===== src/hdl/ctc_gd_pkg.sv =====
package ctc_gd_pkg;

  // Fixed field widths of the stream and register interfaces.
  localparam int SCORE_W = 18;
  localparam int IDX_W   = 13;
  localparam int CONF_W  = 17;
  localparam int CC_W    = 14;
  localparam int DS_W    = 13;

  // 1.0 in Q1.16 / Q0.16.
  localparam int SCORE_ONE = 65536;

  // Register reset values.
  localparam logic [CC_W-1:0] CLASS_COUNT_RESET = 14'd8192;
  localparam logic [DS_W-1:0] DICT_LEN_RESET    = 13'd8191;

  // Register index codes (address bit 2).
  localparam logic REG_CLASS_COUNT = 1'b0;
  localparam logic REG_DICT_LEN    = 1'b1;

  // Result kinds.
  localparam logic KIND_LABEL = 1'b0;
  localparam logic KIND_CONF  = 1'b1;

  typedef enum logic [1:0] {
    ST_RUN,
    ST_DIV,
    ST_PUSH
  } ctrl_state_t;

  typedef struct packed {
    logic step;
    logic push_conf;
  } ctc_gd_cmd_t;

  typedef struct packed {
    logic fifo_free;
    logic seq_end;
    logic div_busy;
  } ctc_gd_status_t;

  typedef struct packed {
    logic              last;
    logic [CONF_W-1:0] confidence;
    logic [IDX_W-1:0]  dict_index;
    logic              kind;
  } ctc_gd_result_t;

endpackage


===== src/hdl/ctc_greedy_decoder_unit.sv =====
// CTC greedy (best path) decoder.
// Class scores stream in on the in_ channel, one per transfer, timestep by
// timestep, class_count scores per timestep, class 0 being the blank.
// in_tlast marks the scores of the final timestep of a sequence.
// Results leave on the out_ channel: out_tuser 0 carries a dictionary index
// (argmax class minus one), out_tuser 1 the mean clamped score of the
// emitted labels, which closes the sequence with out_tlast high.
// A label appears on out_ the cycle after the final score of its timestep
// if no earlier result waits. Scores are taken at one per cycle while the
// queue has room and no mean is being computed. At the end of a sequence
// the mean is computed by a bit-serial restoring divider, one quotient bit
// per cycle, over $clog2(MAX_STEPS+1)+19 bits (30 at the defaults); input is
// held until the mean has been queued, before the next sequence starts.
// A two-entry result queue sits in front of out_, so scores keep flowing
// while a result waits; when the receiver stalls and the queue is full,
// in_tready drops until a transfer on out_ frees a slot.
// Reset clears the sequence state and the queue and sets class_count to
// 8192 and the dictionary size to 8191. Registers are written over the
// APB-style cfg_ port: class_count at address 0, dictionary size at 4.
module ctc_greedy_decoder_unit #(
  parameter int MAX_CLASSES = 8192,
  parameter int MAX_STEPS   = 1024
) (
  input  logic        clk,
  input  logic        rst_n,
  // Input stream.
  input  logic        in_tvalid,
  output logic        in_tready,
  input  logic [23:0] in_tdata,    // [17:0] score (signed Q1.16), [23:18] zero
  input  logic        in_tlast,    // last_step
  // Result stream.
  output logic        out_tvalid,
  input  logic        out_tready,
  output logic [31:0] out_tdata,   // [12:0] dict_index, [29:13] confidence, [31:30] zero
  output logic        out_tuser,   // kind
  output logic        out_tlast,   // last
  // Configuration port.
  input  logic        cfg_psel,
  input  logic        cfg_penable,
  input  logic        cfg_pwrite,
  input  logic [2:0]  cfg_paddr,
  input  logic [31:0] cfg_pwdata,
  output logic [31:0] cfg_prdata,
  output logic        cfg_pready
);

  import ctc_gd_pkg::*;

  logic [CC_W-1:0] class_count_r, class_count_nxt;
  logic [DS_W-1:0] dict_len_r, dict_len_nxt;
  logic            cfg_wr;

  ctc_gd_cmd_t    cmd;
  ctc_gd_status_t status;
  ctc_gd_result_t result;
  logic           out_valid;

  // The register is chosen by address bit 2; the access completes without
  // wait states since pready is tied high.
  assign cfg_pready = 1'b1;
  assign cfg_wr     = cfg_psel && cfg_penable && cfg_pwrite && cfg_pready;

  always_comb begin
    class_count_nxt = class_count_r;
    dict_len_nxt    = dict_len_r;
    if (cfg_wr) begin
      case (cfg_paddr[2])
        REG_CLASS_COUNT: class_count_nxt = cfg_pwdata[CC_W-1:0];
        REG_DICT_LEN:    dict_len_nxt    = cfg_pwdata[DS_W-1:0];
        default: begin
        end
      endcase
    end
    case (cfg_paddr[2])
      REG_CLASS_COUNT: cfg_prdata = 32'(class_count_r);
      REG_DICT_LEN:    cfg_prdata = 32'(dict_len_r);
      default:         cfg_prdata = '0;
    endcase
  end

  always_ff @(posedge clk) begin
    if (!rst_n) begin
      class_count_r <= CLASS_COUNT_RESET;
      dict_len_r    <= DICT_LEN_RESET;
    end else begin
      class_count_r <= class_count_nxt;
      dict_len_r    <= dict_len_nxt;
    end
  end

  // The controller decides when a score is taken and when the mean is
  // queued; the datapath holds the argmax, repeat memory, sum and queue.
  ctc_gd_ctrl u_ctrl (
    .clk      (clk),
    .rst_n    (rst_n),
    .in_tvalid(in_tvalid),
    .in_tready(in_tready),
    .status   (status),
    .cmd      (cmd)
  );

  ctc_gd_dp #(
    .MAX_CLASSES(MAX_CLASSES),
    .MAX_STEPS  (MAX_STEPS)
  ) u_dp (
    .clk         (clk),
    .rst_n       (rst_n),
    .cmd         (cmd),
    .status      (status),
    .in_score    (in_tdata[SCORE_W-1:0]),
    .in_last_step(in_tlast),
    .class_count (class_count_r),
    .dict_len    (dict_len_r),
    .out_valid   (out_valid),
    .out_pop     (out_valid && out_tready),
    .out_result  (result)
  );

  assign out_tvalid = out_valid;
  assign out_tdata  = {2'b00, result.confidence, result.dict_index};
  assign out_tuser  = result.kind;
  assign out_tlast  = result.last;

endmodule


===== src/hdl/ctc_gd_div.sv =====
module ctc_gd_div #(
  parameter int NUM_W = 30,
  parameter int DEN_W = 12
) (
  input  logic             clk,
  input  logic             rst_n,
  input  logic             start,
  input  logic [NUM_W-1:0] num,
  input  logic [DEN_W-1:0] den,
  output logic             busy,
  output logic [NUM_W-1:0] quo
);

  localparam int IT_W = $clog2(NUM_W + 1);

  logic [IT_W-1:0]  it_r, it_nxt;
  logic [DEN_W-1:0] rem_r, rem_nxt;
  logic [NUM_W-1:0] quo_r, quo_nxt;
  logic [DEN_W-1:0] den_r, den_nxt;
  logic [DEN_W:0]   trial;
  logic             fit;

  // Restoring division, one quotient bit per cycle, MSB first.
  always_comb begin
    trial   = {rem_r, quo_r[NUM_W-1]};
    fit     = trial >= {1'b0, den_r};
    it_nxt  = it_r;
    rem_nxt = rem_r;
    quo_nxt = quo_r;
    den_nxt = den_r;
    if (start) begin
      it_nxt  = IT_W'(NUM_W);
      rem_nxt = '0;
      quo_nxt = num;
      den_nxt = den;
    end else if (it_r != '0) begin
      it_nxt  = it_r - 1'b1;
      rem_nxt = fit ? DEN_W'(trial - {1'b0, den_r}) : trial[DEN_W-1:0];
      quo_nxt = {quo_r[NUM_W-2:0], fit};
    end
  end

  always_ff @(posedge clk) begin
    if (!rst_n) begin
      it_r <= '0;
    end else begin
      it_r <= it_nxt;
    end
    rem_r <= rem_nxt;
    quo_r <= quo_nxt;
    den_r <= den_nxt;
  end

  assign busy = it_r != '0;
  assign quo  = quo_r;

endmodule


===== src/hdl/ctc_gd_dp.sv =====
module ctc_gd_dp #(
  parameter int MAX_CLASSES = 8192,
  parameter int MAX_STEPS   = 1024
) (
  input  logic                             clk,
  input  logic                             rst_n,
  input  ctc_gd_pkg::ctc_gd_cmd_t          cmd,
  output ctc_gd_pkg::ctc_gd_status_t       status,
  input  logic [ctc_gd_pkg::SCORE_W-1:0]   in_score,
  input  logic                             in_last_step,
  input  logic [ctc_gd_pkg::CC_W-1:0]      class_count,
  input  logic [ctc_gd_pkg::DS_W-1:0]      dict_len,
  output logic                             out_valid,
  input  logic                             out_pop,
  output ctc_gd_pkg::ctc_gd_result_t       out_result
);

  import ctc_gd_pkg::*;

  localparam int POS_W = (MAX_CLASSES > 2) ? $clog2(MAX_CLASSES) : 1;
  localparam int CW    = (POS_W + 1 > CC_W) ? POS_W + 1 : CC_W;
  localparam int CNT_W = $clog2(MAX_STEPS + 1);
  localparam int SUM_W = CONF_W + CNT_W;
  localparam int NUM_W = SUM_W + 2;
  localparam int DEN_W = CNT_W + 1;

  logic [POS_W-1:0]          pos_r, pos_nxt;
  logic signed [SCORE_W-1:0] best_r, best_nxt;
  logic [POS_W-1:0]          bclass_r, bclass_nxt;
  logic [POS_W-1:0]          prev_r, prev_nxt;
  logic                      prev_valid_r, prev_valid_nxt;
  logic [SUM_W-1:0]          sum_r, sum_nxt;
  logic [CNT_W-1:0]          cnt_r, cnt_nxt;
  logic                      zero_r, zero_nxt;

  logic signed [SCORE_W-1:0] s;
  logic                      take;
  logic signed [SCORE_W-1:0] b_score;
  logic [POS_W-1:0]          b_class;
  logic [CW-1:0]             cc_ext;
  logic [CW-1:0]             eff;
  logic                      endstep;
  logic                      emit;
  logic                      add;
  logic [CONF_W-1:0]         clamped;
  logic [SUM_W-1:0]          sum_upd;
  logic [CNT_W-1:0]          cnt_upd;
  logic [CW-1:0]             idx_full;
  logic                      push_label;
  logic                      div_start;
  logic [NUM_W-1:0]          div_num;
  logic [DEN_W-1:0]          div_den;
  logic                      div_busy;
  logic [NUM_W-1:0]          div_quo;
  logic [CONF_W-1:0]         conf_val;

  ctc_gd_result_t push_data;
  ctc_gd_result_t slot0_r, slot0_nxt, slot1_r, slot1_nxt;
  logic [1:0]     fcnt_r, fcnt_nxt;
  logic           push;

  always_comb begin
    s       = in_score;
    take    = (pos_r == '0) || (s > best_r);
    b_score = take ? s : best_r;
    b_class = take ? pos_r : bclass_r;

    cc_ext = CW'(class_count);
    if (cc_ext < CW'(2)) begin
      eff = CW'(2);
    end else if (cc_ext > CW'(MAX_CLASSES)) begin
      eff = CW'(MAX_CLASSES);
    end else begin
      eff = cc_ext;
    end
    endstep = (CW'(pos_r) + 1'b1) >= eff;

    emit = (b_class != '0) && (CW'(b_class) <= CW'(dict_len)) &&
           !(prev_valid_r && (prev_r == b_class));
    add  = emit && (cnt_r < CNT_W'(MAX_STEPS));

    if (b_score < 0) begin
      clamped = '0;
    end else if (b_score > SCORE_W'(SCORE_ONE)) begin
      clamped = CONF_W'(SCORE_ONE);
    end else begin
      clamped = b_score[CONF_W-1:0];
    end

    sum_upd  = sum_r + (add ? SUM_W'(clamped) : '0);
    cnt_upd  = cnt_r + CNT_W'(add);
    idx_full = CW'(b_class) - 1'b1;

    push_label = cmd.step && endstep && emit;
    div_start  = cmd.step && endstep && in_last_step;
    div_num    = NUM_W'({sum_upd, 1'b0}) + NUM_W'(cnt_upd);
    div_den    = {cnt_upd, 1'b0};

    pos_nxt        = pos_r;
    best_nxt       = best_r;
    bclass_nxt     = bclass_r;
    prev_nxt       = prev_r;
    prev_valid_nxt = prev_valid_r;
    sum_nxt        = sum_r;
    cnt_nxt        = cnt_r;
    zero_nxt       = zero_r;

    if (cmd.step) begin
      best_nxt   = b_score;
      bclass_nxt = b_class;
      if (!endstep) begin
        pos_nxt = pos_r + 1'b1;
      end else if (in_last_step) begin
        pos_nxt        = '0;
        best_nxt       = '0;
        bclass_nxt     = '0;
        prev_nxt       = '0;
        prev_valid_nxt = 1'b0;
        sum_nxt        = '0;
        cnt_nxt        = '0;
        zero_nxt       = cnt_upd == '0;
      end else begin
        pos_nxt = '0;
        sum_nxt = sum_upd;
        cnt_nxt = cnt_upd;
        if (b_class == '0) begin
          prev_valid_nxt = 1'b0;
        end else begin
          prev_nxt       = b_class;
          prev_valid_nxt = 1'b1;
        end
      end
    end
  end

  always_ff @(posedge clk) begin
    if (!rst_n) begin
      pos_r        <= '0;
      best_r       <= '0;
      bclass_r     <= '0;
      prev_r       <= '0;
      prev_valid_r <= 1'b0;
      sum_r        <= '0;
      cnt_r        <= '0;
      zero_r       <= 1'b1;
    end else begin
      pos_r        <= pos_nxt;
      best_r       <= best_nxt;
      bclass_r     <= bclass_nxt;
      prev_r       <= prev_nxt;
      prev_valid_r <= prev_valid_nxt;
      sum_r        <= sum_nxt;
      cnt_r        <= cnt_nxt;
      zero_r       <= zero_nxt;
    end
  end

  ctc_gd_div #(
    .NUM_W(NUM_W),
    .DEN_W(DEN_W)
  ) u_div (
    .clk  (clk),
    .rst_n(rst_n),
    .start(div_start),
    .num  (div_num),
    .den  (div_den),
    .busy (div_busy),
    .quo  (div_quo)
  );

  // The mean never exceeds 1.0, so the low quotient bits hold it whole.
  assign conf_val = zero_r ? '0 : div_quo[CONF_W-1:0];

  // Two-entry result queue: slot0 is the head.
  always_comb begin
    push = push_label || cmd.push_conf;
    if (cmd.push_conf) begin
      push_data.kind       = KIND_CONF;
      push_data.dict_index = '0;
      push_data.confidence = conf_val;
      push_data.last       = 1'b1;
    end else begin
      push_data.kind       = KIND_LABEL;
      push_data.dict_index = idx_full[IDX_W-1:0];
      push_data.confidence = '0;
      push_data.last       = 1'b0;
    end

    slot0_nxt = slot0_r;
    slot1_nxt = slot1_r;
    fcnt_nxt  = fcnt_r;
    case ({push, out_pop})
      2'b11: begin
        if (fcnt_r == 2'd1) begin
          slot0_nxt = push_data;
        end else begin
          slot0_nxt = slot1_r;
          slot1_nxt = push_data;
        end
      end
      2'b01: begin
        slot0_nxt = slot1_r;
        fcnt_nxt  = fcnt_r - 2'd1;
      end
      2'b10: begin
        if (fcnt_r == 2'd0) begin
          slot0_nxt = push_data;
        end else begin
          slot1_nxt = push_data;
        end
        fcnt_nxt = fcnt_r + 2'd1;
      end
      default: begin
      end
    endcase
  end

  always_ff @(posedge clk) begin
    if (!rst_n) begin
      fcnt_r <= '0;
    end else begin
      fcnt_r <= fcnt_nxt;
    end
    slot0_r <= slot0_nxt;
    slot1_r <= slot1_nxt;
  end

  assign out_valid        = fcnt_r != 2'd0;
  assign out_result       = slot0_r;
  assign status.fifo_free = fcnt_r != 2'd2;
  assign status.seq_end   = endstep && in_last_step;
  assign status.div_busy  = div_busy;

  a_fifo_bound: assert property (@(posedge clk) disable iff (!rst_n)
    fcnt_r <= 2'd2) else $error("result queue count out of range");

  a_step_room: assert property (@(posedge clk) disable iff (!rst_n)
    cmd.step |-> fcnt_r != 2'd2) else $error("score taken with full result queue");

  a_step_idle_div: assert property (@(posedge clk) disable iff (!rst_n)
    cmd.step |-> !div_busy) else $error("score taken during divide");

  a_conf_range: assert property (@(posedge clk) disable iff (!rst_n)
    cmd.push_conf |-> (conf_val <= CONF_W'(SCORE_ONE) && !div_busy))
    else $error("confidence pushed out of range or early");

endmodule


===== src/hdl/ctc_gd_ctrl.sv =====
module ctc_gd_ctrl (
  input  logic                       clk,
  input  logic                       rst_n,
  input  logic                       in_tvalid,
  output logic                       in_tready,
  input  ctc_gd_pkg::ctc_gd_status_t status,
  output ctc_gd_pkg::ctc_gd_cmd_t    cmd
);

  import ctc_gd_pkg::*;

  ctrl_state_t state_r, state_nxt;

  always_ff @(posedge clk) begin
    if (!rst_n) begin
      state_r <= ST_RUN;
    end else begin
      state_r <= state_nxt;
    end
  end

  always_comb begin
    state_nxt     = state_r;
    in_tready     = 1'b0;
    cmd.step      = 1'b0;
    cmd.push_conf = 1'b0;
    case (state_r)
      ST_RUN: begin
        in_tready = status.fifo_free;
        if (in_tvalid && status.fifo_free) begin
          cmd.step = 1'b1;
          if (status.seq_end) begin
            state_nxt = ST_DIV;
          end
        end
      end
      ST_DIV: begin
        if (!status.div_busy) begin
          state_nxt = ST_PUSH;
        end
      end
      ST_PUSH: begin
        if (status.fifo_free) begin
          cmd.push_conf = 1'b1;
          state_nxt     = ST_RUN;
        end
      end
      default: begin
        state_nxt = ST_RUN;
      end
    endcase
  end

endmodule

===== config.mk =====
export PLATFORM = sky130hd
export DESIGN_NAME = ctc_greedy_decoder_unit
export DESIGN_NICKNAME = d
export VERILOG_FILES = /design/src/hdl/ctc_gd_pkg.sv /design/src/hdl/ctc_greedy_decoder_unit.sv /design/src/hdl/ctc_gd_div.sv /design/src/hdl/ctc_gd_dp.sv /design/src/hdl/ctc_gd_ctrl.sv
export SDC_FILE = /design/constraint.sdc
export NUM_CORES = 1
export LEC_CHECK = 0
export BUFFER_PORTS_ARGS = -buffer_cell sky130_fd_sc_hd__clkbuf_2
export CAP_MARGIN = 20
export CORE_MARGIN = 2
export CORE_UTILIZATION = 45
export DETAILED_ROUTE_END_ITERATION = 8
export SYNTH_ARGS = -nofsm -noshare
export SYNTH_HDL_FRONTEND = slang
export SYNTH_SLANG_ARGS = --single-unit

===== constraint.sdc =====
create_clock -name clk -period 13.06 [get_ports clk]
set_clock_uncertainty 0.05 [all_clocks]
set_input_delay 1.959 -clock clk [delete_from_list [all_inputs] [get_ports clk]]
set_output_delay 1.959 -clock clk [all_outputs]
set_load 0.01 [all_outputs]

==> reports/summary.json <==
{
  "sta": {
    "finalHoldViolCount": 0,
    "timing_worst_slew_pin_value_ps": 1028,
    "fin_ws_ps": 2344,
    "achievable-frequency_ghz": 0.09332,
    "grt_setup_unrepaired": "no",
    "finalMaxSlewViolations": 0,
    "setup_total_negative_slack_ps": 0,
    "finalSetupViolations": 0,
    "slew_headroom_pct": 31.21,
    "part_of_the_cycle_the_worst_path_needs_pct": 82.05,
    "post-route-min-period_ps": 10720
  },
  "cts": {
    "ctsLongestPathBuffers": 3,
    "clkTransAtPathRegs_ps": 60,
    "hold_buffers": 0,
    "cts_post_setup_buffers_inserted": 0,
    "clk-insertion-delay-late_ps": 540,
    "cts-resized-gates": 0,
    "tritoncts_clock_tree": "done",
    "cts_root_buffer": "sky130_fd_sc_hd__clkbuf_16",
    "cts.sinks": 249,
    "ctsHtreeMaxLevel": 1,
    "cts_inserted_buffers": 28
  },
  "routing": {
    "drt_pre_antenna_iters": 5,
    "avgRoutedWirePerCell_um": 17.06,
    "drc": 0,
    "via_count_of_the_routed_design": 12580,
    "vias_per_cell": 5.607,
    "drt_iter0_markers": 874,
    "ant_nets": 0,
    "total_wire_length_after_detailed_routing_mm": 38.26
  },
  "critical_path": {
    "worst_path_most_repeated_cell": "sky130_fd_sc_hd__a21oi_1",
    "crit_required_ps": 13280,
    "critical_path_cell_count": 34,
    "slowest_delay_ps": 690,
    "path_delay_family": "compound AO/OA/AOI/OAI gates",
    "worstPathBufferInverterCount": 3,
    "rr_startpoint": "u_dp.pos_r[5]$_SDFFE_PN0P_",
    "start_kind": "input pin",
    "worstReg2RegEnd": "u_dp.u_div.quo[25]$_DFFE_PP_",
    "endpoint_kind": "register",
    "timing.critical_path.slowest_stage_cell": "sky130_fd_sc_hd__nand4bb_1",
    "reg2reg_depth": 34,
    "timing.setup.critical_path_class": "input pin to register",
    "arrival_ps": 10940,
    "timing.reg2reg.setup_slack_ps": 3410,
    "crit_fanout": 45
  },
  "placed_design": {
    "detailed_place_hpwl_mm": 27.72,
    "gp_congestion": 0.8818,
    "placement.cell_area_um2": 16320,
    "io_buffer_count": 88,
    "post-place-cells": 2189,
    "post-place-ws_ps": 1925
  },
  "synth": {
    "post_synth_and_or_nand_nor_area_fraction_pct": 18.34,
    "main_combinational_cell_family_by_area_after_synthesis": "compound AO/OA/AOI/OAI gates",
    "synth_instances": 1728,
    "synth-xor-area-share_pct": 6.152,
    "synthMuxAreaShare_pct": 4.530,
    "yosys_most_used_dff": "sky130_fd_sc_hd__dfxtp_1",
    "number_of_flops_mapped_to_enable_cells_by_yosys": 103,
    "synth-async-reset-ratio_pct": 0,
    "synth_fa_ha_area_share_pct": 7.973,
    "syn-cell-area_um2": 15660,
    "synthesis.yosys.warnings": 0,
    "synth_seq_area_share_pct": 38.41,
    "post_synth.cell_area_avg_um2": 9.063,
    "synth.lib_cells_used.distinct": 85,
    "synth_compound_gate_area_share_pct": 18.77,
    "synth_seq_cells": 249
  },
  "global_route": {
    "number_of_global_route_vias_before_repair": 11740,
    "grt_max_degree": 71,
    "grt_overflow_total": 0,
    "antenna_violations_before_repair": 1,
    "grt_first_pass_wirelength_mm": 61.83,
    "aggregate_global_route_resource_usage_pct": 20.85
  },
  "floorplanning": {
    "die_x_um": 190.6,
    "core_region_area_um2": 34370,
    "starting_utilization_of_the_core_area_pct": 45.56,
    "dieHeight_um": 190.6,
    "fp-row-count": 68,
    "io_pins": 136,
    "dieArea_um2": 36310
  },
  "run_status": {
    "outcome": "completed"
  },
  "hold_path": {
    "instance_count_along_the_most_critical_hold_path": 2,
    "min-delay-start": "u_dp.u_div.rem_r[11]$_SDFFE_PP0N_",
    "hold_class": "register to register",
    "worst_hold_path.endpoint": "u_dp.u_div.rem_r[11]$_SDFFE_PP0N_"
  },
  "finish": {
    "antenna-diode-count": 0,
    "layout.filler_cells": 3260,
    "area.sequential_um2": 6016,
    "final_layout_size_suffix_gt1_share_pct": 11.52,
    "utilization_pct": 50.44,
    "multiInputGateArea_um2": 8833,
    "finalNonFillerCells": 2243,
    "finish.instance_area_um2": 17340,
    "area_growth_synth_to_finish_pct": 10.71,
    "num-nets-final": 1931
  },
  "flow_run": {
    "maxCapViolations": 0
  },
  "power": {
    "vdd_drop_max_mv": 0.1321,
    "pwr_density_cell_nw_per_um2": 160.8,
    "leakage_nw": 7.013
  }
}
cells in the final DEF, fill, tap and decap left out, types with 8 or more instances in the layout:
cell type | netlist | layout
sky130_fd_sc_hd__mux2i_1 | 40 | 40
sky130_fd_sc_hd__nand4_1 | 32 | 32
sky130_fd_sc_hd__nand2_1 | 178 | 178
sky130_fd_sc_hd__a22o_1 | 26 | 26
sky130_fd_sc_hd__o21bai_1 | 8 | 8
sky130_fd_sc_hd__nor3_1 | 34 | 34
sky130_fd_sc_hd__and2_1 | 42 | 42
sky130_fd_sc_hd__xnor2_1 | 58 | 58
sky130_fd_sc_hd__a22oi_1 | 28 | 28
sky130_fd_sc_hd__ha_1 | 95 | 94
sky130_fd_sc_hd__nand2b_1 | 12 | 12
sky130_fd_sc_hd__conb_1 | 2 | 21
sky130_fd_sc_hd__inv_1 | 86 | 86
sky130_fd_sc_hd__a21boi_0 | 29 | 29
sky130_fd_sc_hd__a211oi_1 | 24 | 24
sky130_fd_sc_hd__dfxtp_1 | 146 | 146
sky130_fd_sc_hd__nor2b_1 | 49 | 49
sky130_fd_sc_hd__nand3_1 | 33 | 33
sky130_fd_sc_hd__buf_4 | 23 | 18
sky130_fd_sc_hd__edfxtp_1 | 103 | 103
sky130_fd_sc_hd__o21ai_0 | 82 | 82
sky130_fd_sc_hd__a21oi_1 | 103 | 102
sky130_fd_sc_hd__a21o_1 | 18 | 18
sky130_fd_sc_hd__mux2_2 | 18 | 18
sky130_fd_sc_hd__nor4_1 | 14 | 14
sky130_fd_sc_hd__o21a_1 | 11 | 11
sky130_fd_sc_hd__o211ai_1 | 18 | 18
sky130_fd_sc_hd__clkbuf_2 | 1 | 88
sky130_fd_sc_hd__xor2_1 | 52 | 52
sky130_fd_sc_hd__nand3b_1 | 12 | 12
sky130_fd_sc_hd__a221oi_1 | 28 | 28
sky130_fd_sc_hd__clkbuf_16 | 0 | 29
sky130_fd_sc_hd__nor2_1 | 94 | 93
sky130_fd_sc_hd__and3_1 | 25 | 25
cell usage after synthesis (5+ instances only):
cell | number | area, um^2
sky130_fd_sc_hd__inv_1 | 86 | 322.8
sky130_fd_sc_hd__mux2i_1 | 40 | 400.4
sky130_fd_sc_hd__a21oi_1 | 103 | 515.5
sky130_fd_sc_hd__dfxtp_1 | 146 | 2923
sky130_fd_sc_hd__a221oi_1 | 28 | 245.2
sky130_fd_sc_hd__or2_2 | 6 | 37.54
sky130_fd_sc_hd__clkbuf_1 | 80 | 300.3
sky130_fd_sc_hd__or3_1 | 7 | 43.79
sky130_fd_sc_hd__nor2_1 | 94 | 352.8
sky130_fd_sc_hd__a22o_1 | 26 | 227.7
sky130_fd_sc_hd__a31oi_1 | 7 | 43.79
sky130_fd_sc_hd__o211ai_1 | 18 | 135.1
sky130_fd_sc_hd__and3_1 | 25 | 156.4
sky130_fd_sc_hd__nand4_1 | 32 | 200.2
sky130_fd_sc_hd__o21bai_1 | 8 | 60.06
sky130_fd_sc_hd__a21boi_0 | 29 | 217.7
sky130_fd_sc_hd__nor4_1 | 14 | 87.58
sky130_fd_sc_hd__buf_6 | 5 | 56.30
sky130_fd_sc_hd__nor2b_1 | 49 | 306.5
sky130_fd_sc_hd__mux2_2 | 18 | 202.7
sky130_fd_sc_hd__o2bb2ai_1 | 7 | 61.31
sky130_fd_sc_hd__a221oi_2 | 6 | 90.09
sky130_fd_sc_hd__o21ai_0 | 82 | 410.4
sky130_fd_sc_hd__ha_1 | 95 | 1189
sky130_fd_sc_hd__nand2b_1 | 12 | 75.07
sky130_fd_sc_hd__nand2_1 | 178 | 668.1
sky130_fd_sc_hd__xor2_1 | 52 | 455.4
sky130_fd_sc_hd__o21a_1 | 11 | 82.58
sky130_fd_sc_hd__nor3_1 | 34 | 170.2
sky130_fd_sc_hd__buf_4 | 23 | 172.7
sky130_fd_sc_hd__a211oi_1 | 24 | 180.2
sky130_fd_sc_hd__nand3b_1 | 12 | 90.09
sky130_fd_sc_hd__and2_1 | 42 | 262.8
sky130_fd_sc_hd__xnor2_1 | 58 | 508.0
sky130_fd_sc_hd__edfxtp_1 | 103 | 3093
sky130_fd_sc_hd__a22oi_1 | 28 | 210.2
sky130_fd_sc_hd__a21o_1 | 18 | 135.1
sky130_fd_sc_hd__buf_1 | 5 | 18.77
sky130_fd_sc_hd__nand3_1 | 33 | 165.2
metal layers:
| metal | wire, um | GRT usage, % | vias to the layer above |
|---|---|---|---|
| li1 | - | - | 6281 |
| met1 | 19530 | 31.59 | 5946 |
| met2 | 16030 | 31.09 | 312 |
| met3 | 2157 | 3.423 | 37 |
| met4 | 542 | 4.264 | 0 |
| met5 | 0 | 0 | - |
layout make-up:
| class | instances | share of cell area [%] |
|---|---|---|
| Clock buffer | 33 | 4.445 |
| Inverter | 88 | 1.905 |
| Sequential cell | 249 | 34.70 |
| Multi-Input combinational cell | 1292 | 50.95 |
| Clock inverter | 19 | 1.313 |
| Timing Repair Buffer | 107 | 3.406 |
| Tap cell | 455 | 3.284 |
worst register-to-register path: cells and delay by family (launching register included):
| family | cells | cell delay (ps) |
|---|---|---|
| AO/OA/AOI/OAI | 15 | 3200 |
| XOR/XNOR | 2 | 430 |
| adder cells (fa/ha/maj) | 3 | 1020 |
| buffers and inverters | 2 | 460 |
| flip-flops | 1 | 450 |
| AND/OR/NAND/NOR | 12 | 3830 |
sequential cells by signal, indices dropped and copies added (netlist names):
signal             cells
u_dp.best_r           18
class_count_r         14
u_dp.sum_r            28
u_dp.fcnt_r            2
u_dp.prev_valid_r      1
u_dp.u_div.den_r      11
dict_len_r            13
u_dp.out_result       31
u_ctrl.state_r         2
u_dp.cnt_r            11
u_dp.u_div.quo        30
u_dp.u_div.it_r        5
u_dp.u_div.rem_r      12
u_dp.slot1_r          31
u_dp.pos_r            13
u_dp.bclass_r         13
u_dp.zero_r            1
u_dp.prev_r           13
where the power goes:
part	leakage, nW	switching, mW	internal, mW	total [mW]
Clock	0.476	0.329	0.518	0.847
Sequential	2.20	0.0673	0.993	1.06
Combinational	4.34	0.540	0.341	0.881
Total	7.01	0.936	1.85	2.79
worst max-delay path by stage:
stage / start / endpoint
6_report: in_tdata[17] / u_dp.u_div.quo[25]$_DFFE_PP_
3_5_place_dp: in_tdata[17] / u_dp.u_div.quo[25]$_DFFE_PP_
3_3_place_gp: in_tdata[17] / u_dp.u_div.quo[25]$_DFFE_PP_
4_1_cts: in_tdata[17] / u_dp.u_div.quo[25]$_DFFE_PP_
5_1_grt: in_tdata[17] / u_dp.u_div.quo[27]$_DFFE_PP_
2_1_floorplan: in_tdata[17] / u_dp.u_div.quo[25]$_DFFE_PP_
stage by stage:
stage	hold slack, ps	total power [mW]
floorplan	381.5	1.727
global placement	395.3	1.937
detailed placement	406.2	1.955
CTS	414.3	2.810
global route	448.9	2.968
finish	416.7	2.789
cell families after synthesis:
group,after synthesis
mux,65
xor+xnor,110
buf+inv,206
compound gates,432
simple gates,566
fa+ha+maj,98
other cells,2
flops,249
(Power assumes the default switching activity.)
